**config.mk**
```make
export PLATFORM = sky130hd
export DESIGN_NAME = pdrc_out_fifo
export DESIGN_NICKNAME = d
export VERILOG_FILES = /design/src/pixel_dirty_run_coalescer_top_macros.svh /design/src/pdrc_pkg.sv /design/src/pdrc_out_fifo.sv
export SDC_FILE = /design/constraint.sdc
export NUM_CORES = 1
export LEC_CHECK = 0
export BUFFER_PORTS_ARGS = -buffer_cell sky130_fd_sc_hd__buf_4
export CAP_MARGIN = 20
export CORE_AREA = 2 2 82 84
export CTS_CLUSTER_DIAMETER = 30
export DETAILED_ROUTE_END_ITERATION = 6
export DIE_AREA = 0 0 84 86
export HOLD_SLACK_MARGIN = 0.15
export PLACE_DENSITY = 0.63
export RECOVER_POWER = 100
export SLEW_MARGIN = 20
export SYNTH_ARGS = -nofsm -noshare
export SYNTH_HDL_FRONTEND = slang
export SYNTH_SLANG_ARGS = --single-unit
export TNS_END_PERCENT = 5
```
**constraint.sdc**
```tcl
create_clock -name aclk -period 3.81 [get_ports aclk]
set_input_delay 0.1905 -clock aclk [delete_from_list [all_inputs] [get_ports aclk]]
set_output_delay 0.1905 -clock aclk [all_outputs]
set_load 0.05 [all_outputs]
```
**src/pixel_dirty_run_coalescer_top_macros.svh**
```systemverilog
// ----------------------------------------------------------------------------
// Assertion macros for the pixel dirty run coalescer
// Concurrent assertion shorthands clocked on aclk and disabled in reset.
// ----------------------------------------------------------------------------
`ifndef PIXEL_DIRTY_RUN_COALESCER_TOP_MACROS_SVH
`define PIXEL_DIRTY_RUN_COALESCER_TOP_MACROS_SVH

`ifndef SYNTH
`define PDRC_ASSERT_IMP(lbl, ante, cons) \
    lbl: assert property (@(posedge aclk) disable iff (!aresetn) (ante) |-> (cons)) \
        else $error("pdrc assertion failed");
`define PDRC_ASSERT_NXT(lbl, ante, cons) \
    lbl: assert property (@(posedge aclk) disable iff (!aresetn) (ante) |=> (cons)) \
        else $error("pdrc assertion failed");
`else
`define PDRC_ASSERT_IMP(lbl, ante, cons)
`define PDRC_ASSERT_NXT(lbl, ante, cons)
`endif

`endif

```
**src/pdrc_pkg.sv**
```systemverilog
// ----------------------------------------------------------------------------
// pdrc_pkg
// Shared constants and types of the pixel dirty run coalescer.
// ----------------------------------------------------------------------------
package pdrc_pkg;

    localparam int PANEL_PIXELS_DEF = 64;
    localparam int FACES_DEF        = 6;

    localparam int IDX_W   = 9;
    localparam int COLOR_W = 24;
    localparam int LEN_W   = 9;
    localparam int FACE_W  = 3;

    typedef struct packed {
        logic [IDX_W-1:0]  run_first;
        logic [LEN_W-1:0]  run_length;
        logic [FACE_W-1:0] first_face;
        logic [FACE_W-1:0] last_face;
    } result_t;

    typedef struct packed {
        logic               en;
        logic [IDX_W-1:0]   idx;
        logic [COLOR_W-1:0] data;
    } store_wr_t;

    typedef enum logic [1:0] {
        ST_CLEAR = 2'b01,
        ST_RUN   = 2'b10
    } state_t;

endpackage

```
**src/pdrc_out_fifo.sv**
```systemverilog
// ----------------------------------------------------------------------------
// pdrc_out_fifo
// Two-entry result queue that decouples the compare stage from the consumer.
// ----------------------------------------------------------------------------
module pdrc_out_fifo (
    input  logic              aclk,
    input  logic              aresetn,
    input  logic              push,
    input  pdrc_pkg::result_t push_data,
    output logic              out_valid,
    input  logic              out_ready,
    output pdrc_pkg::result_t out_data,
    output logic [1:0]        count
);

    pdrc_pkg::result_t ent_reg [2];
    logic              wr_ptr_reg, rd_ptr_reg;
    logic [1:0]        count_reg, count_next;
    logic              pop;

    assign out_valid = (count_reg != 2'd0);
    assign out_data  = ent_reg[rd_ptr_reg];
    assign pop       = out_valid && out_ready;
    assign count     = count_reg;

    always_comb begin
        count_next = count_reg + 2'(push) - 2'(pop);
    end

    always_ff @(posedge aclk) begin
        if (!aresetn) begin
            wr_ptr_reg <= 1'b0;
            rd_ptr_reg <= 1'b0;
            count_reg  <= 2'd0;
        end else begin
            if (push) begin
                wr_ptr_reg <= !wr_ptr_reg;
            end
            if (pop) begin
                rd_ptr_reg <= !rd_ptr_reg;
            end
            count_reg <= count_next;
        end
    end

    always_ff @(posedge aclk) begin
        if (push) begin
            ent_reg[wr_ptr_reg] <= push_data;
        end
    end

endmodule

```
Yosys cells after proc, flatten, opt, wreduce, memory -nomap -nowiden
Memory sizes are Yosys's and may differ from the RTL's. A register that Yosys moved wholly into a read port is not among the register bits.
Index checks and enable logic that the tools add are counted.
{"block": "totals", "out_inout_bits": 27, "elab_cells": 14, "ramBits": 48, "inputBits": 28, "n_memories": 1, "register_bits": 4}
{"memory": "ent_reg", "words": 2, "width": 24, "rd": 1, "rd_ports_with_merged_regs": 1, "write_ports": 1, "line_no": "pdrc_out_fifo.sv:16", "source": "pdrc_pkg::result_t ent_reg [2];"}
{"block": "op_classes", "n_mux": 4, "n_addsub": 2, "n_reduce_logical": 4}
{"cell": "$mux 1", "n": 4}
{"cell": "$add 2x1->2", "n": 1}
{"cell": "$logic_not 1->1", "n": 2}
{"cell": "$reduce_bool 2->1", "n": 1}
{"cell": "$sub 2x1->2", "n": 1}
{"cell": "$logic_and 1x1->1", "n": 1}

Logic depth before layout (Yosys ltp)
{"block": "logic_depth", "word_depth": 4, "ltp_mapped": 6, "depth_no_buf": 6}

Least setup slack after synthesis
Ideal clock, no wire load.
{"block": "synth_timing", "kind": "reg-to-reg", "start": "register wr_ptr_reg", "end": "memory ent_reg[0][0] (netlist bit), enable pin", "synth_period_minus_slack_ns": 1.836, "setup_time_ns": 0.409, "slack_ns": 1.974, "t_arrival_ns": 1.427, "t_required_ns": 3.401, "path_stages_with_launch": 2, "n_path_buf": 0, "cell_sequence": "dfxtp_1 > nor2b_1"}
{"item": "start, declared", "line_no": "pdrc_out_fifo.sv:17", "source": "logic wr_ptr_reg, rd_ptr_reg;"}
{"item": "start signal, assigned", "line_no": "pdrc_out_fifo.sv:37", "source": "wr_ptr_reg <= !wr_ptr_reg;"}
{"item": "end, declared", "line_no": "pdrc_out_fifo.sv:16"}
No word-level cell before the write port.

Worst setup path after layout
{"block": "layout_timing", "start": "register wr_ptr_reg", "end": "memory ent_reg[0][7] (netlist bit), enable pin"}
No word-level cell before the write port.

==> key figures <==
Outcome
  – Status: complete, but fails checks
  – Failing checks: max-capacitance violations, max-slew violations

Route
  – Final WL: 3600 um
  – DR iter-0 viols: 78
  – Pre-antenna DRT Iters: 4
  – WL/cell: 13.8 um
  – Drt drc: 0
  – Final ANT Viol Nets: 0
  – Via count: 1110
  – Vias per cell: 4.27

Global routing
  – Met2 Use GR: 21.1%
  – M3 GR Usage: 2.50%
  – Total grt overflow: 0
  – Total Routing Usage GR: 10.5%
  – Vias in the first global route: 1234
  – Initial antenna violation count: 0
  – Pin count of the biggest net entering global routing: 25
  – Most Crowded Layer GR: met2
  – Global-route wire length before repair: 5750 um
  – Grt met1 use: 10.1%

Setup path
  – CP Max Fanout: 23
  – Critical Path AT: 2.36 ns
  – Data required time of the critical path: 3.81 ns
  – Reg-to-reg startpoint: wr_ptr_reg
  – Crit end category: flip-flop
  – Worst r2r dst: ent_reg[0][7]
  – Setup crit start kind: flip-flop
  – Reg2Reg Depth: 2
  – Worst reg-to-reg setup slack: 1.45 ns
  – Cell Chain, Critical Path: nor2b_1, clkbuf_1
  – Critical-path top delay cell: nor2b_1
  – Largest stage delay, worst path: 1.48 ns
  – Worst Setup Path Type: reg2reg

Die
  – Starting density of the core: 33.1%
  – IO Pins: 55
  – Cell Rows: 29
  – Die area: 7220 um2
  – Die width: 84 um
  – Die Ht: 86 um
  – Floorplan Core Area: 6280 um2

Clock network
  – Max clock buf depth: 2
  – # H-tree levels: 2
  – CTS Buf Count: 5
  – # Post-CTS Setup Buffers: 0
  – CTS Hold Bufs: 25
  – CTS resizes: 0
  – # clock sinks: 53
  – CTS tree: built
  – Worst skew pair latency: 0.29 ns
  – Clock-pin slew on the worst setup and hold paths: 0.08 ns
  – Root Driver: clkbuf_8

Placement
  – Routability cong.: 0.635
  – Final HPWL from detailed placement: 2430 um
  – Port Buffers: 54
  – Cell Area, Placed: 2540 um2
  – Place WS: 1.95 ns

Final layout
  – Filler cell count in the final layout: 588
  – Area of the multi-input gates: 464 um2
  – Nets: 212
  – Ratio of cells with drive above 1 in the final layout: 29.0%
  – Area taken by flip-flops and latches: 1540 um2
  – Max FFs per register: 48
  – Number of diodes: 0
  – Final Cell Area: 2740 um2
  – Final core occ: 43.7%
  – Syn-to-layout area delta: 32.1%

Synth
  – Mux contribution to synthesized area: 17.6%
  – Post-Syn Instances: 97
  – Yosys cell types: 16
  – Simple-gate area share of the yosys netlist: 2.29%
  – Adder-Cell Fraction of Synth Area: 1.21%
  – Compound-Gate Fraction of Synth Area: 0.723%
  – Area share of the largest cell type after synthesis: 69.4%
  – #FFs+latches synth: 53
  – Synth warn: 0
  – Top cells by area, synth: edfxtp_1 (69%), mux2_4 (14%), dfxtp_1 (4.8%)
  – Largest family of logic cells by synthesized area: multiplexers
  – Seq/Total Area, Yosys: 74.3%
  – Synthesized area: 2080 um2
  – Synth Area in XOR/XNOR: 1.08%
  – Biggest area consumer among synthesized cells: edfxtp_1
  – Avg Cell Area, Syn: 21.4 um2
  – Syn_nets: 127

Power
  – Max VDD drop: 0.476 mV
  – Pwr Density: 573 nW/um2
  – Static leakage power: 1.01 nW

STA
  – Final setup violation count: 0
  – Final WS setup: 1.45 ns
  – Max-slew headroom: -33.1%
  – TNS Setup: 0 ns
  – Min Tclk post-route: 2.36 ns
  – Fin. max-slew vios: 49
  – Worst-margin pin slew: 1.99 ns
  – Hold Slack: 0.242 ns
  – Final Hold Fails: 0
  – Fin crit share: 61.9%
  – Highest Clock Rate: 0.424 GHz
  – Final Skew: 0.00277 ns
  – RSZ-0062 raised after global routing: no

Worst hold path
  – Worst min path class: in2reg
  – Min-delay src: push
  – Number of cells on the worst hold path: 3
  – Hold EP: wr_ptr_reg

Run
  – Maxcap violations: 2
## layout by cell type, fill, tap and decap left out
master | Yosys | routed
mux2i_1 | 2 | 2
clkinv_2 | 0 | 2
ha_1 | 2 | 2
nand2b_1 | 1 | 1
mux2_1 | 0 | 3
buf_4 | 0 | 8
mux2_2 | 4 | 4
nand2_1 | 1 | 1
xnor3_1 | 1 | 1
edfxtp_1 | 48 | 48
dlygate4sd3_1 | 0 | 25
or2_2 | 1 | 1
clkbuf_8 | 0 | 5
o21a_1 | 2 | 2
dfxtp_1 | 5 | 5
clkbuf_4 | 0 | 16
inv_1 | 2 | 2
clkbuf_1 | 0 | 33
mux2_4 | 20 | 17
nor2b_1 | 3 | 3
and2_0 | 0 | 2
## cells by family after synthesis
family / after synthesis
DFF: 53
and+or+nand+nor: 8
AOI/OAI and AO/OA: 2
adders and majority gates: 2
xor gates and xnor gates: 1
muxes: 26
buffers and inverters: 5
## worst max path at each step
stage | startpoint | endpoint | slack (ns) | cells past startpoint
3_3_place_gp | push | ent_reg[0][7] | 2.03 | 3
2_1_floorplan | wr_ptr_reg | ent_reg[0][0] | 1.97 | 1
5_1_grt | wr_ptr_reg | ent_reg[0][7] | 1.23 | 2
4_1_cts | wr_ptr_reg | ent_reg[0][7] | 1.94 | 2
6_report | wr_ptr_reg | ent_reg[0][7] | 1.45 | 2
3_5_place_dp | push | ent_reg[0][11] | 1.95 | 3
## per-stage QoR
stage | std cells | total power (W)
2_1_floorplan | 97 | 0.00122
3_3_place_gp | 227 | 0.00134
3_5_place_dp | 227 | 0.00135
4_1_cts | 260 | 0.00166
5_1_grt | 260 | 0.00164
6_report | 260 | 0.00157
## synthesized netlist by cell type (all sizes together)
cell type	count
and2	2
buf	3
dfxtp	5
edfxtp	48
ha	2
inv	2
mux2	24
mux2i	2
nand2	1
nand2b	1
nor2b	3
o21a	2
or2	1
xnor3	1
## metal layers
metal / share of wire (%) / up-vias
met2: 59 / 23
met4: 1.8 / 0
met5: 0 / -
met3: 2.3 / 6
met1: 37 / 543
li1: - / 538
## critical path: cells and delay by family (launching register included)
kind                   cells  cell delay (ns)
flip-flops                 1             0.33
AND/OR/NAND/NOR            1             1.48
buffers and inverters      1             0.25
## final cells by class
class                           instances  share of cell area, %
Timing Repair Buffer                   81                   20.1
Inverter                                2                  0.274
Sequential cell                        53                   56.2
Clock buffer                            6                   2.65
Multi-Input combinational cell         39                   16.9
Clock inverter                          2                  0.365
Tap cell                               77                   3.51
## power by group
group	total, W	switching [W]	internal [W]
Sequential	0.000702	0.0000201	0.000682
Combinational	0.000582	0.000383	0.000199
Clock	0.000287	0.000160	0.000127
Note: power is estimated with default switching activity, not from simulation.
