--- src/pixel_dirty_run_coalescer_top_macros.svh ---
// ----------------------------------------------------------------------------
// Assertion macros for the pixel dirty run coalescer
// Concurrent assertion shorthands clocked on aclk and disabled in reset.
// ----------------------------------------------------------------------------
`ifndef PIXEL_DIRTY_RUN_COALESCER_TOP_MACROS_SVH
`define PIXEL_DIRTY_RUN_COALESCER_TOP_MACROS_SVH

`ifndef SYNTH
`define PDRC_ASSERT_IMP(lbl, ante, cons) \
    lbl: assert property (@(posedge aclk) disable iff (!aresetn) (ante) |-> (cons)) \
        else $error("pdrc assertion failed");
`define PDRC_ASSERT_NXT(lbl, ante, cons) \
    lbl: assert property (@(posedge aclk) disable iff (!aresetn) (ante) |=> (cons)) \
        else $error("pdrc assertion failed");
`else
`define PDRC_ASSERT_IMP(lbl, ante, cons)
`define PDRC_ASSERT_NXT(lbl, ante, cons)
`endif

`endif

--- src/pdrc_pkg.sv ---
// ----------------------------------------------------------------------------
// pdrc_pkg
// Shared constants and types of the pixel dirty run coalescer.
// ----------------------------------------------------------------------------
package pdrc_pkg;

    localparam int PANEL_PIXELS_DEF = 64;
    localparam int FACES_DEF        = 6;

    localparam int IDX_W   = 9;
    localparam int COLOR_W = 24;
    localparam int LEN_W   = 9;
    localparam int FACE_W  = 3;

    typedef struct packed {
        logic [IDX_W-1:0]  run_first;
        logic [LEN_W-1:0]  run_length;
        logic [FACE_W-1:0] first_face;
        logic [FACE_W-1:0] last_face;
    } result_t;

    typedef struct packed {
        logic               en;
        logic [IDX_W-1:0]   idx;
        logic [COLOR_W-1:0] data;
    } store_wr_t;

    typedef enum logic [1:0] {
        ST_CLEAR = 2'b01,
        ST_RUN   = 2'b10
    } state_t;

endpackage

--- src/pdrc_update.sv ---
// ----------------------------------------------------------------------------
// pdrc_update
// Compare stage: checks the stored color, writes dirty pixels back and
// tracks the open run, closing it into a result item when required.
// ----------------------------------------------------------------------------
module pdrc_update #(
    parameter int PANEL_PIXELS = pdrc_pkg::PANEL_PIXELS_DEF,
    parameter int FACES        = pdrc_pkg::FACES_DEF
) (
    input  logic                            aclk,
    input  logic                            aresetn,
    input  logic                            in_take,
    input  logic                            in_range,
    input  logic [pdrc_pkg::IDX_W-1:0]      in_idx,
    input  logic [pdrc_pkg::COLOR_W-1:0]    in_color,
    input  logic                            in_force,
    input  logic                            in_last,
    input  logic [pdrc_pkg::COLOR_W-1:0]    rd_data,
    output pdrc_pkg::store_wr_t             wr,
    output logic                            busy,
    output logic                            res_valid,
    output pdrc_pkg::result_t               res
);

    logic                            p1_valid_reg;
    logic                            p1_range_reg;
    logic [pdrc_pkg::IDX_W-1:0]      p1_idx_reg;
    logic [pdrc_pkg::COLOR_W-1:0]    p1_color_reg;
    logic                            p1_force_reg;
    logic                            p1_last_reg;

    logic                            fwd_valid_reg, fwd_valid_next;
    logic [pdrc_pkg::IDX_W-1:0]      fwd_idx_reg;
    logic [pdrc_pkg::COLOR_W-1:0]    fwd_data_reg;

    logic                            run_active_reg, run_active_next;
    logic [pdrc_pkg::IDX_W-1:0]      run_begin_reg, run_begin_next;
    logic [pdrc_pkg::IDX_W-1:0]      run_end_reg, run_end_next;

    logic [pdrc_pkg::COLOR_W-1:0]    stored;
    logic                            dirty;
    logic                            join_run;
    logic                            close_run;
    logic [pdrc_pkg::IDX_W-1:0]      span_begin, span_end;
    logic [pdrc_pkg::IDX_W-1:0]      out_begin, out_end;

    // The face is found by comparing against the constant face boundaries.
    function automatic logic [pdrc_pkg::FACE_W-1:0] face_of(
        input logic [pdrc_pkg::IDX_W-1:0] idx
    );
        logic [pdrc_pkg::FACE_W-1:0] face;
        face = '0;
        for (int k = 1; k < FACES; k++) begin
            if (32'(idx) >= 32'(k * PANEL_PIXELS)) begin
                face = pdrc_pkg::FACE_W'(k);
            end
        end
        return face;
    endfunction

    always_comb begin
        stored = (fwd_valid_reg && (fwd_idx_reg == p1_idx_reg)) ? fwd_data_reg : rd_data;
        dirty = p1_force_reg || (stored != p1_color_reg);
        join_run = p1_valid_reg && p1_range_reg && dirty;
        close_run = p1_valid_reg && ((!p1_range_reg && p1_last_reg)
                                     || (p1_range_reg && !dirty)
                                     || (join_run && p1_last_reg));

        if (!run_active_reg) begin
            span_begin = p1_idx_reg;
            span_end   = p1_idx_reg;
        end else begin
            span_begin = (p1_idx_reg < run_begin_reg) ? p1_idx_reg : run_begin_reg;
            span_end   = (p1_idx_reg > run_end_reg) ? p1_idx_reg : run_end_reg;
        end

        out_begin = join_run ? span_begin : run_begin_reg;
        out_end   = join_run ? span_end : run_end_reg;

        res_valid = close_run && (run_active_reg || join_run);
        res.run_first  = out_begin;
        res.run_length = pdrc_pkg::LEN_W'(out_end - out_begin + 1'b1);
        res.first_face = face_of(out_begin);
        res.last_face  = face_of(out_end);

        run_active_next = run_active_reg;
        run_begin_next  = run_begin_reg;
        run_end_next    = run_end_reg;
        if (close_run) begin
            run_active_next = 1'b0;
            run_begin_next  = '0;
            run_end_next    = '0;
        end else if (join_run) begin
            run_active_next = 1'b1;
            run_begin_next  = span_begin;
            run_end_next    = span_end;
        end

        fwd_valid_next = join_run;

        wr.en   = join_run;
        wr.idx  = p1_idx_reg;
        wr.data = p1_color_reg;
    end

    assign busy = p1_valid_reg;

    always_ff @(posedge aclk) begin
        if (!aresetn) begin
            p1_valid_reg   <= 1'b0;
            fwd_valid_reg  <= 1'b0;
            run_active_reg <= 1'b0;
            run_begin_reg  <= '0;
            run_end_reg    <= '0;
        end else begin
            p1_valid_reg   <= in_take;
            fwd_valid_reg  <= fwd_valid_next;
            run_active_reg <= run_active_next;
            run_begin_reg  <= run_begin_next;
            run_end_reg    <= run_end_next;
        end
    end

    always_ff @(posedge aclk) begin
        if (in_take) begin
            p1_range_reg <= in_range;
            p1_idx_reg   <= in_idx;
            p1_color_reg <= in_color;
            p1_force_reg <= in_force;
            p1_last_reg  <= in_last;
        end
        fwd_idx_reg  <= p1_idx_reg;
        fwd_data_reg <= p1_color_reg;
    end

endmodule

--- config.mk ---
export PLATFORM = sky130hd
export DESIGN_NAME = pdrc_update
export DESIGN_NICKNAME = d
export VERILOG_FILES = /design/src/pixel_dirty_run_coalescer_top_macros.svh /design/src/pdrc_pkg.sv /design/src/pdrc_update.sv
export SDC_FILE = /design/constraint.sdc
export NUM_CORES = 1
export LEC_CHECK = 0
export BUFFER_PORTS_ARGS = -buffer_cell sky130_fd_sc_hd__buf_2
export CAP_MARGIN = 20
export CORE_UTILIZATION = 30
export DETAILED_ROUTE_END_ITERATION = 16
export GPL_ROUTABILITY_DRIVEN = 0
export SETUP_SLACK_MARGIN = 0.2
export SYNTH_ARGS = -nofsm -noshare
export SYNTH_HDL_FRONTEND = slang
export SYNTH_SLANG_ARGS = --single-unit
--- constraint.sdc ---
create_clock -name aclk -period 7.4 [get_ports aclk]
set_clock_uncertainty 0.05 [all_clocks]
set_input_delay 0.74 -clock aclk [delete_from_list [all_inputs] [get_ports aclk]]
set_output_delay 0.74 -clock aclk [all_outputs]
set_load 0.01 [all_outputs]
# --- After elaboration in Yosys (flattened, before gate mapping) ---
# Index checks and enable logic that the tools add are counted.
classes:
  addsub: 2
  magnitude_cmp: 12
  n_eq_ne: 2
  mux: 17
  bitwise_logic: 1
  reduce_logical: 15
op_table:
  columns: ["cell", "count"]
  rows:
  - ["2-to-1 mux 9 bit", 6]
  - [">= comparator 9 x 8 -> 1 bit, second input constant", 4]
  - [">= comparator 9 bit, second input constant", 4]
  - ["2-to-1 mux 24 bit", 1]
  - ["2-to-1 mux 3 bit", 8]
  - ["!= test 24 bit", 1]
  - [">= comparator 9 x 7 -> 1 bit, second input constant", 2]
  - ["adder 9 x 1 -> 9 bit, second input constant", 1]
  - ["== test 9 bit", 1]
  - ["greater-than comparator 9 bit", 1]
  - ["< comparator 9 bit", 1]
  - ["subtractor 9 bit", 1]
  - ["logical AND 1 bit", 8]
  - ["logical OR 1 bit", 4]
  - ["zero test 1 bit", 2]
  - ["2-to-1 mux 1 bit", 2]
  - ["OR reduction 2 bit", 1]
  - ["inverter 1 bit", 1]
totals:
  register_bits: 90
  inputBits: 63

# --- Logic depth before layout (Yosys ltp) ---
logic_depth:
  word_depth: 13
  depth_mapped: 24
  mapped_depth_nobuf: 23

# --- Worst setup path after synthesis ---
# No wires, ideal clock.
synth_path:
  path_kind: "reg-to-output"
  startpoint: "reg p1_idx_reg[8] (netlist bit)"
  endpoint: "out res[14] (netlist bit)"
  t_arrival_ps: 4909
  required_time_ps: 6610
  setup_slack_ps: 1701
  stages_incl_launch_ff: 24
  path_buffers: 3
  path_cell_list: "edfxtp_1 -> buf_6 -> xnor2_1 -> nand4_1 -> nor3_2 -> buf_6 -> mux2i_1 -> o22ai_1 -> a2111o_1 -> nor4_4 -> nor3_2 -> o31a_1 -> buf_4 -> mux2_4 -> ha_1 -> ha_1 -> a21o_1 -> a21oi_1 -> o21bai_1 -> a21oi_1 -> o21bai_1 -> a21oi_1 -> xor2_1 -> xnor2_1"
synth_rtl:
  columns: ["item", "line_no", "text"]
  rows:
  - ["start: declaration", "pdrc_update.sv:27", "logic [pdrc_pkg::IDX_W-1:0] p1_idx_reg;"]
  - ["start signal: assignment", "pdrc_update.sv:127", "p1_idx_reg <= in_idx;"]
  - ["end: declaration", "pdrc_update.sv:22", "output pdrc_pkg::result_t res"]

==> impl_metrics.json <==
{
  "die-width_um": 122,
  "place_area_mm2": 0.00512,
  "floorplan.initialDensity_pct": 30.9,
  "worst_ep_arrival_time_ns": 5.79,
  "synth_sequential_area_ratio_pct": 50.0,
  "hpwl_um": 7850,
  "power.ir.vdd_worst_mv": 0.150,
  "slew_violations": 0,
  "netSwitchingPower_w": 0.000356,
  "area.growth.synth_to_final_pct": 26.4,
  "die-area_mm2": 0.0149,
  "wl_um": 10200,
  "timing.critical_path.fanout_max": 10,
  "synth-edff-count": 36,
  "num_vias": 3206,
  "synth.avg_cell_area_um2": 11.2,
  "design.core.area_mm2": 0.0140,
  "finalWorstPathRequiredPeriod_ns": 6.58,
  "synthArstFlopShare_pct": 0,
  "fin_area_mm2": 0.00546,
  "power.leakage_nw": 2.46,
  "synthesis.nets": 481,
  "cts_hold_buf": 0,
  "worst_hold_path_type": "flip-flop to flip-flop",
  "chipHeight_um": 122,
  "regToRegSetupSlack_ns": 3.71,
  "max_freq_ghz": 0.152,
  "grt_overflow": 0,
  "worst-endpoint-required_ns": 6.61,
  "tritoncts_clock_tree": "built",
  "clk-insertion-delay-late_ns": 0.35,
  "synthFlopType": "sky130_fd_sc_hd__dfxtp_1",
  "internal_power_w": 0.000895,
  "io_buffer_count": 122,
  "numCtsBuffers": 9,
  "pwr-share-seq_pct": 46.9,
  "cts.sinks": 90,
  "yosys_warnings": 0,
  "htree_levels": 3,
  "worst_pin_slew_ns": 0.897,
  "drc": 0,
  "rsz0062_at_grt": "false",
  "critical_path.endpoint_type": "output port",
  "rows": 43,
  "ant_nets": 0,
  "diodes": 0,
  "grt_pass1_wl_um": 15500,
  "power.clock.fraction_pct": 35.2,
  "worstSetupStartpointType": "flip-flop",
  "timing.final.setup_violations": 0,
  "yosys_register_bits": 90,
  "drive_gt1_share_pct": 30.2,
  "fin_setup_tns_ns": 0,
  "cellPowerDensity_mw_per_mm2": 229,
  "initial_antenna_violation_count": 0,
  "layout_worst_path_cycle_share_pct": 89.0,
  "combinationalPowerShare_pct": 18.0,
  "clockBufferDepth": 2,
  "root_buffer": "sky130_fd_sc_hd__clkbuf_16",
  "mappedNetlistArea_mm2": 0.00432,
  "initialDrtViolationCount": 155,
  "netlist-cell-type-count": 48,
  "cap_viol_max_count": 0,
  "power_w": 0.00125,
  "post_drt_wl_per_cell_um": 14.5,
  "finish.net_count": 614,
  "status": "complete, no violations",
  "timing.slew.headroom_pct": 40.2,
  "hold_viol_final": 0,
  "path_class": "flip-flop to output port",
  "grtUsageTotal_pct": 13.8,
  "synthesis.instances": 385,
  "p_sw_share_pct": 28.4,
  "routed_via_density": 4.56,
  "worst_setup_hold_path_clk_slew_ns": 0.07,
  "number_of_optimization_iterations_in_the_first_detailed_route_pass": 4,
  "largest_net_degree_at_the_start_of_global_routing": 38,
  "floorplan.io_pins": 123,
  "first_global_vias": 3149
}
placed cells by master, fill, tap and decap left out, types with 2 or more instances in the layout:
cell type                   instances
sky130_fd_sc_hd__a211oi_1           4
sky130_fd_sc_hd__a21o_1             6
sky130_fd_sc_hd__a21oi_1           16
sky130_fd_sc_hd__and2_1             3
sky130_fd_sc_hd__and3_1             5
sky130_fd_sc_hd__buf_2            122
sky130_fd_sc_hd__buf_4              6
sky130_fd_sc_hd__clkbuf_16          9
sky130_fd_sc_hd__clkinv_4           3
sky130_fd_sc_hd__dfxtp_1           54
sky130_fd_sc_hd__edfxtp_1          36
sky130_fd_sc_hd__ha_1              32
sky130_fd_sc_hd__inv_1             53
sky130_fd_sc_hd__inv_8              2
sky130_fd_sc_hd__mux2_2             2
sky130_fd_sc_hd__mux2_4             6
sky130_fd_sc_hd__mux2i_1           19
sky130_fd_sc_hd__nand2_1            8
sky130_fd_sc_hd__nand2b_1           3
sky130_fd_sc_hd__nand3_1            2
sky130_fd_sc_hd__nand3b_1           2
sky130_fd_sc_hd__nand4_1            6
sky130_fd_sc_hd__nor2_1            18
sky130_fd_sc_hd__nor2b_1           11
sky130_fd_sc_hd__nor3_2             2
sky130_fd_sc_hd__nor4_1             4
sky130_fd_sc_hd__o2111ai_1          2
sky130_fd_sc_hd__o21a_1             3
sky130_fd_sc_hd__o21ai_0           13
sky130_fd_sc_hd__o21bai_1           3
sky130_fd_sc_hd__o22ai_1           11
sky130_fd_sc_hd__or4_1              2
sky130_fd_sc_hd__xnor2_1           18
sky130_fd_sc_hd__xor2_1            17
layout make-up:
class                   instances  area (um^2)
fillers                      1414         8530
flip-flops and latches         90         2160
multi-input cells             235         1910
inverters                      53          199
clock buffers                   9          225
clock inverters                 7         61.3
repair buffers                129          676
well taps                     180          225
layer usage:
| metal | wire length (um) | share of wire, % | global-route usage [%] |
|---|---|---|---|
| met5 | 0 | 0 | 0 |
| met4 | 192 | 1.9 | 5.40 |
| met3 | 413 | 4.1 | 3.65 |
| met2 | 5050 | 50 | 22.5 |
| met1 | 4520 | 44 | 17.2 |
path summary, 6_finish.rpt:
| kind | startpoint | endpoint | cells after the start |
|---|---|---|---|
| worst max register to register | p1_idx_reg[7]$_DFFE_PP_ | run_begin_reg[5]$_SDFF_PP0_ | 13 |
| worst min register to register | p1_color_reg[6]$_DFFE_PP_ | fwd_data_reg[6]$_DFF_P_ | 0 |
| worst max-delay path | p1_idx_reg[7]$_DFFE_PP_ | res[14] | 23 |
| worst min-delay path | p1_color_reg[6]$_DFFE_PP_ | fwd_data_reg[6]$_DFF_P_ | 0 |
power by group through the flow:
stage / combinational (W) / clock (W) / sequential [W]
detailed placement: 0.000226 / 0 / 0.000598
global route: 0.000252 / 0.000471 / 0.000592
finish: 0.000225 / 0.000440 / 0.000586
CTS: 0.000228 / 0.000454 / 0.000587
floorplan: 0.000136 / 0 / 0.000595
global placement: 0.000224 / 0 / 0.000597
cell usage after synthesis (8+ instances only):
library cell | count | area (um^2)
sky130_fd_sc_hd__dfxtp_1 | 54 | 1080
sky130_fd_sc_hd__inv_1 | 53 | 199
sky130_fd_sc_hd__edfxtp_1 | 36 | 1080
sky130_fd_sc_hd__ha_1 | 32 | 400
sky130_fd_sc_hd__mux2i_1 | 19 | 190
sky130_fd_sc_hd__nor2_1 | 18 | 67.6
sky130_fd_sc_hd__xnor2_1 | 18 | 158
sky130_fd_sc_hd__xor2_1 | 17 | 149
sky130_fd_sc_hd__a21oi_1 | 16 | 80.1
sky130_fd_sc_hd__o21ai_0 | 13 | 65.1
sky130_fd_sc_hd__nor2b_1 | 11 | 68.8
sky130_fd_sc_hd__o22ai_1 | 11 | 68.8
sky130_fd_sc_hd__nand2_1 | 8 | 30.0
logic make-up (layout without fill, tap and decap cells):
kind of cell	after synthesis	after routing	synth area share, %
simple gates	70	70	9.38
fa+ha+maj	33	33	9.72
flops	90	90	50.0
buf+inv	60	198	5.88
compound gates	70	70	10.9
xor+xnor	35	35	7.09
mux	27	27	7.00
timing repair:
| action | in CTS | in global routing |
|---|---|---|
| setup endpoints to repair | 0 | 1 |
| resized for setup | 0 | 1 |
| buffers inserted | 0 | 5 |
metrics by stage:
stage	util, %	hold slack (ns)	worst slack, ns	std cells
floorplan	-	0.385	1.70	385
finish	39.1	0.387	0.816	703
detailed placement	36.6	0.372	0.753	682
CTS	38.7	0.392	0.351	698
global placement	36.6	0.372	0.912	682
global route	39.1	0.406	0.349	703
critical path: stages (launching register included):
cell and delay, ns:
sky130_fd_sc_hd__edfxtp_1 0.57, sky130_fd_sc_hd__xnor2_1 0.25, sky130_fd_sc_hd__nand4_1 0.16, sky130_fd_sc_hd__nor3_4 0.24, sky130_fd_sc_hd__buf_12 0.15, sky130_fd_sc_hd__buf_4 0.18
sky130_fd_sc_hd__mux2i_1 0.20, sky130_fd_sc_hd__o21ai_1 0.10, sky130_fd_sc_hd__a2111o_1 0.33, sky130_fd_sc_hd__nor4_4 0.42, sky130_fd_sc_hd__nor3_2 0.15, sky130_fd_sc_hd__o31a_2 0.25
sky130_fd_sc_hd__mux2_4 0.35, sky130_fd_sc_hd__ha_1 0.30, sky130_fd_sc_hd__ha_1 0.29, sky130_fd_sc_hd__a21o_1 0.18, sky130_fd_sc_hd__a21oi_1 0.22, sky130_fd_sc_hd__o21bai_1 0.09
sky130_fd_sc_hd__a21oi_1 0.26, sky130_fd_sc_hd__o21bai_1 0.11, sky130_fd_sc_hd__a21oi_1 0.18, sky130_fd_sc_hd__xor2_1 0.19, sky130_fd_sc_hd__xnor2_1 0.13, sky130_fd_sc_hd__buf_2 0.14
(Power assumes the default switching activity.)
